## src/rtl/core/npc_pkg.sv

```systemverilog
// Shared constants and types for the nearest palette color search.
`timescale 1ns / 1ps
package npc_pkg;

  localparam int PAL_DEPTH    = 256;
  localparam int IDX_W        = $clog2(PAL_DEPTH);
  localparam int CH_W         = 8;
  localparam int CFG_W        = 9;
  localparam int PIX_IDX_W    = 8;
  localparam int ENTRY_W      = 3 * CH_W;
  localparam int SQ_W         = 2 * CH_W;
  localparam int CH_LEVELS    = 1 << CH_W;
  localparam int START_BOUND  = 3 * (CH_LEVELS * CH_LEVELS);
  localparam int DIST_W       = $clog2(START_BOUND + 1);
  localparam int CFG_RESET    = 256;

  localparam logic OP_WRITE = 1'b0;
  localparam logic OP_MAP   = 1'b1;

  typedef enum logic [1:0] {
    S_IDLE,
    S_SEARCH,
    S_HOLD
  } npc_state_t;

  typedef struct packed {
    logic wr;
    logic start;
    logic run;
    logic load;
  } npc_cmd_t;

  typedef struct packed {
    logic done;
  } npc_sts_t;

endpackage

```

## src/rtl/core/npc_ctrl.sv

```systemverilog
// Controller state machine for write and map beats and the result register.
`timescale 1ns / 1ps
module npc_ctrl (
  input  logic             clk,
  input  logic             rst_n,
  input  logic             in_valid,
  input  logic             in_operation,
  output logic             in_ready,
  output logic             out_valid,
  input  logic             out_ready,
  input  npc_pkg::npc_sts_t sts,
  output npc_pkg::npc_cmd_t cmd
);
  import npc_pkg::*;

  npc_state_t state_r, state_nxt;
  logic       out_valid_r, out_valid_nxt;
  logic       slot_free;
  logic       accept;

  assign slot_free = !out_valid_r || out_ready;
  assign accept    = in_valid && in_ready;

  always_comb begin
    state_nxt = state_r;
    case (state_r)
      S_IDLE: begin
        if (accept && in_operation == OP_MAP) begin
          state_nxt = S_SEARCH;
        end
      end
      S_SEARCH: begin
        if (sts.done) begin
          state_nxt = slot_free ? S_IDLE : S_HOLD;
        end
      end
      S_HOLD: begin
        if (slot_free) begin
          state_nxt = S_IDLE;
        end
      end
      default: state_nxt = S_IDLE;
    endcase
  end

  always_comb begin
    in_ready  = 1'b0;
    cmd       = '0;
    case (state_r)
      S_IDLE: begin
        in_ready  = 1'b1;
        cmd.wr    = accept && in_operation == OP_WRITE;
        cmd.start = accept && in_operation == OP_MAP;
      end
      S_SEARCH: begin
        cmd.run  = 1'b1;
        cmd.load = sts.done && slot_free;
      end
      S_HOLD: begin
        cmd.load = slot_free;
      end
      default: begin
        in_ready = 1'b0;
      end
    endcase
  end

  always_comb begin
    out_valid_nxt = out_valid_r;
    if (cmd.load) begin
      out_valid_nxt = 1'b1;
    end else if (out_ready) begin
      out_valid_nxt = 1'b0;
    end
  end

  always_ff @(posedge clk) begin
    if (!rst_n) begin
      state_r     <= S_IDLE;
      out_valid_r <= 1'b0;
    end else begin
      state_r     <= state_nxt;
      out_valid_r <= out_valid_nxt;
    end
  end

  assign out_valid = out_valid_r;

endmodule

```

## config.mk

```make
export PLATFORM = sky130hd
export DESIGN_NAME = npc_ctrl
export DESIGN_NICKNAME = d
export VERILOG_FILES = /design/src/rtl/core/npc_pkg.sv /design/src/rtl/core/npc_ctrl.sv
export SDC_FILE = /design/constraint.sdc
export NUM_CORES = 1
export LEC_CHECK = 0
export ABC_AREA = 1
export BUFFER_PORTS_ARGS = -buffer_cell sky130_fd_sc_hd__buf_2
export CORE_AREA = 2 2 39 41
export DETAILED_ROUTE_END_ITERATION = 10
export DIE_AREA = 0 0 41 43
export PLACE_DENSITY = 0.5
export SLEW_MARGIN = 20
export SYNTH_ARGS = -nofsm -noshare
export SYNTH_HDL_FRONTEND = slang
export SYNTH_SLANG_ARGS = --single-unit
```

## constraint.sdc

```tcl
create_clock -name clk -period 1.2 [get_ports clk]
set_clock_uncertainty 0.05 [all_clocks]
set_input_delay 0.12 -clock clk [delete_from_list [all_inputs] [get_ports clk]]
set_output_delay 0.12 -clock clk [all_outputs]
set_load 0.005 [all_outputs]
```

## After elaboration in Yosys (flattened, before gate mapping)

Index checks and enable logic that the tools add are counted.

| word-level totals | value |
|---|---|
| input port bits | 6 |
| flip-flop bits (word level) | 3 |

| cells by class | value |
|---|---|
| bitwise gates (word level) | 1 |
| reductions and logical operators | 9 |
| mux-type cells | 11 |
| eq/ne operators | 5 |

Operator list:

| kind | number |
|---|---|
| $mux 2 | 5 |
| $ne 2x2->1 const B | 3 |
| $pmux 2 s3 | 1 |
| $logic_and 1x1->1 | 4 |
| $mux 1 | 4 |
| $reduce_and 3->1 | 1 |
| $eq 2x1->1 const B | 1 |
| $eq 2x2->1 const B | 1 |
| $logic_not 2->1 | 1 |
| $pmux 1 s2 | 1 |
| $reduce_bool 2->1 | 1 |
| $logic_not 1->1 | 1 |
| $logic_or 1x1->1 | 1 |
| $not 1->1 | 1 |

## Depth between registers and ports, before layout

| logic depth | value |
|---|---|
| depth after elaboration | 6 |
| gate-level depth with buffers | 7 |

## Worst setup path before layout

OpenSTA, ideal clock, no wires.

| path | value |
|---|---|
| path kind | reg-to-output |
| start | register state_r[1] |
| end | output port cmd[0] (netlist name) |
| stages on the path, launching flop included | 8 |
| buffers on the path | 1 |
| arrival | 1059 ps |
| data required time | 1030 ps |
| setup slack | -29 ps |
| cell sequence | dfxtp_1 inv_1 ha_1 nand2_1 inv_1 o21ai_0 a21oi_1 buf_4 |

RTL lines:

| item | RTL line | text |
|---|---|---|
| from (decl) | npc_ctrl.sv:16 | `npc_state_t state_r, state_nxt;` |
| from (signal assigned) | npc_ctrl.sv:82 | `state_r <= state_nxt;` |
| to (decl) | npc_ctrl.sv:12 | `output npc_pkg::npc_cmd_t cmd` |

==> flow_summary.yaml <==
min_path:
  hp-start: "rst_n"
  hold_path_class: "in -> reg"
finish:
  final-seq-area_sq_um: 65.1
  final_nets: 65
  n_antenna_cell: 0
  fin_cells: 71
  final_cell_mix: "buf_2, buf_6, nand2_1, inv_1, buf_4"
  drive_gt1_frac: 0.655
  multiInputGateArea_sq_um: 200
  fill_cells: 157
  syn_to_final_growth_pct: 108
  layout_commonest_cell: "buf_2"
timing:
  hold_violations: 0
  drv_slew: 0
  whs_ns: 0.0767
  period_share: 1.12
  tightestPinTransition_ns: 0.169
  rsz0062_at_grt: "true"
  fin_ws_ns: -0.150
  tns_ns: -0.337
  setup_viol: 5
  fmax_mhz: 741
  fin_crit_ns: 1.35
  slew_headroom: 0.887
die:
  ios: 12
  die_w_um: 41
  num_rows: 14
  die-area_sq_um: 1760
  die_h_um: 43
  coreArea_sq_um: 1380
  start_util: 0.167
run:
  maxCapViolations: 0
critical_path:
  required_ns: 1.03
  reg2reg_from: "state_r[1]$_SDFFE_PN0P_"
  cp-start-kind: "flop"
  worstPathMaxFanout: 3
  critical_path_arrival_ns: 1.18
  path_class: "reg -> out"
  critPathLaunch: "state_r[0]$_SDFFE_PN0P_"
  endpoint_kind: "primary output"
logic_synthesis:
  ys_ff_latch: 3
  synthesis.instances: 34
  synth_warnings: 0
  synth_cell_types: 13
  synth_area_sq_um: 231
  syn_area_per_cell_sq_um: 6.81
  ys_seq_area_frac: 0.259
  syn_nets: 43
run_status:
  status: "finished, violations left"
  violations: "setup timing"
power_and_ir_drop:
  pwr-share-clk: 0.272
  ir_drop_mv: 0.409
  power_mw: 0.634
  power.density_nw_per_um2: 1320
  total_leakage_power_nw: 0.229
  switchingPower_mw: 0.206
  p_int_mw: 0.427
  swShare: 0.326
  p_comb_frac: 0.512
  seq_power_share: 0.216
clock_tree:
  cts_hold_buffers: 0
  h-tree-depth: 1
  ctsLongestPathBuffers: 2
  cts_sinks: 3
  cts_tree: "done"
  numCtsBuffers: 3
  clk-insertion-delay-late_ns: 0.23
  root_buffer: "clkbuf_4"
  clk_pin_slew_ns: 0.03
grt:
  grt_pass1_wl_um: 959
  grt-ovfl-total: 0
  grt_util_all_layers: 0.0803
  grt_antenna_before_repair: 0
  grt_pass1_vias: 270
  grt_max_degree: 6
place:
  pre_cts_slack_ns: -0.00237
  placedCellCount: 64
  port_buffers: 11
  gp_congestion: 0.691
  dp_hpwl_um: 422
route:
  wl_per_cell_um: 8.48
  drc_errors: 0
  ant_nets: 0
  vias: 280
  drt-initial-drc-count: 5
  avgViaCountPerCell: 3.94
  wl_um: 602
  detail_route.first_pass.iterations: 4
==> cell usage after synthesis, drive strengths merged <==
cell type  n  share of area
nor2       2          0.032
ha         3           0.16
nand2      7           0.11
dfxtp      3           0.26
a21oi      3          0.081
nand3      5           0.13
buf        1          0.032
a31oi      1          0.027
nand4      1          0.027
o21ai      1          0.022
inv        7           0.11
==> flip-flops by register name (all words and copies together), names as in the netlist <==
name and flops:
state_r 2, out_valid 1
==> per-layer routing <==
metal | part of all wire | global-route usage
met5 | 0 | 0
met4 | 0 | 0.0600
met3 | 0.032 | 0.0209
met2 | 0.55 | 0.125
met1 | 0.41 | 0.0868
==> area by class of cell <==
| type | count | share of cell area |
|---|---|---|
| multi-input combinational | 23 | 0.417 |
| timing repair buffer | 18 | 0.286 |
| sequential | 3 | 0.135 |
| inverter | 7 | 0.0651 |
| clock buffer | 4 | 0.0547 |
| tap | 16 | 0.0417 |
==> what timing repair did <==
action                                  CTS  global route
endpoints found under the setup margin    5             7
buffers inserted                          4             1
cloned                                    0             0
hold endpoints to repair                  0             0
resized for setup                        18             7
pin swaps                                 4             4
==> critical path, stage by stage, from the launching register on <==
cell and delay, ns:
dfxtp_4 0.37, inv_4 0.05, ha_4 0.25, o21ai_2 0.05, a21oi_1 0.10, buf_2 0.12
==> cell families (layout without fill, tap and decap cells) <==
logic type                 after synthesis  count (layout)  synth area share
adders and majority gates                3               3             0.162
buffers and inverters                    8              29             0.146
and+or+nand+nor                         15              15             0.303
DFF                                      3               3             0.259
AOI/OAI and AO/OA                        5               5             0.130
==> power by group through the flow <==
stage,Clock [mW],Sequential [mW],Combinational (mW)
4_1_cts,0.185,0.136,0.289
5_1_grt,0.188,0.138,0.350
3_5_place_dp,0,0.127,0.195
3_3_place_gp,0,0.128,0.193
2_1_floorplan,0,0.127,0.108
6_report,0.172,0.137,0.324
==> through the flow <==
stage / instance area (sq um) / util
finish: 480 / 0.347
floorplan: 231 / -
global route: 480 / 0.347
global placement: 329 / 0.238
detailed placement: 329 / 0.238
CTS: 448 / 0.324
==> worst paths after layout <==
| kind | end | slack, ns | depth (start not counted) |
|---|---|---|---|
| max | cmd[0] | -0.15 | 5 |
| min reg2reg | out_valid$_SDFFE_PN0P_ | 0.47 | 2 |
| max reg2reg | state_r[1]$_SDFFE_PN0P_ | 0.01 | 8 |
| min | state_r[1]$_SDFFE_PN0P_ | 0.08 | 3 |
Power figures use the tool's default switching activity.
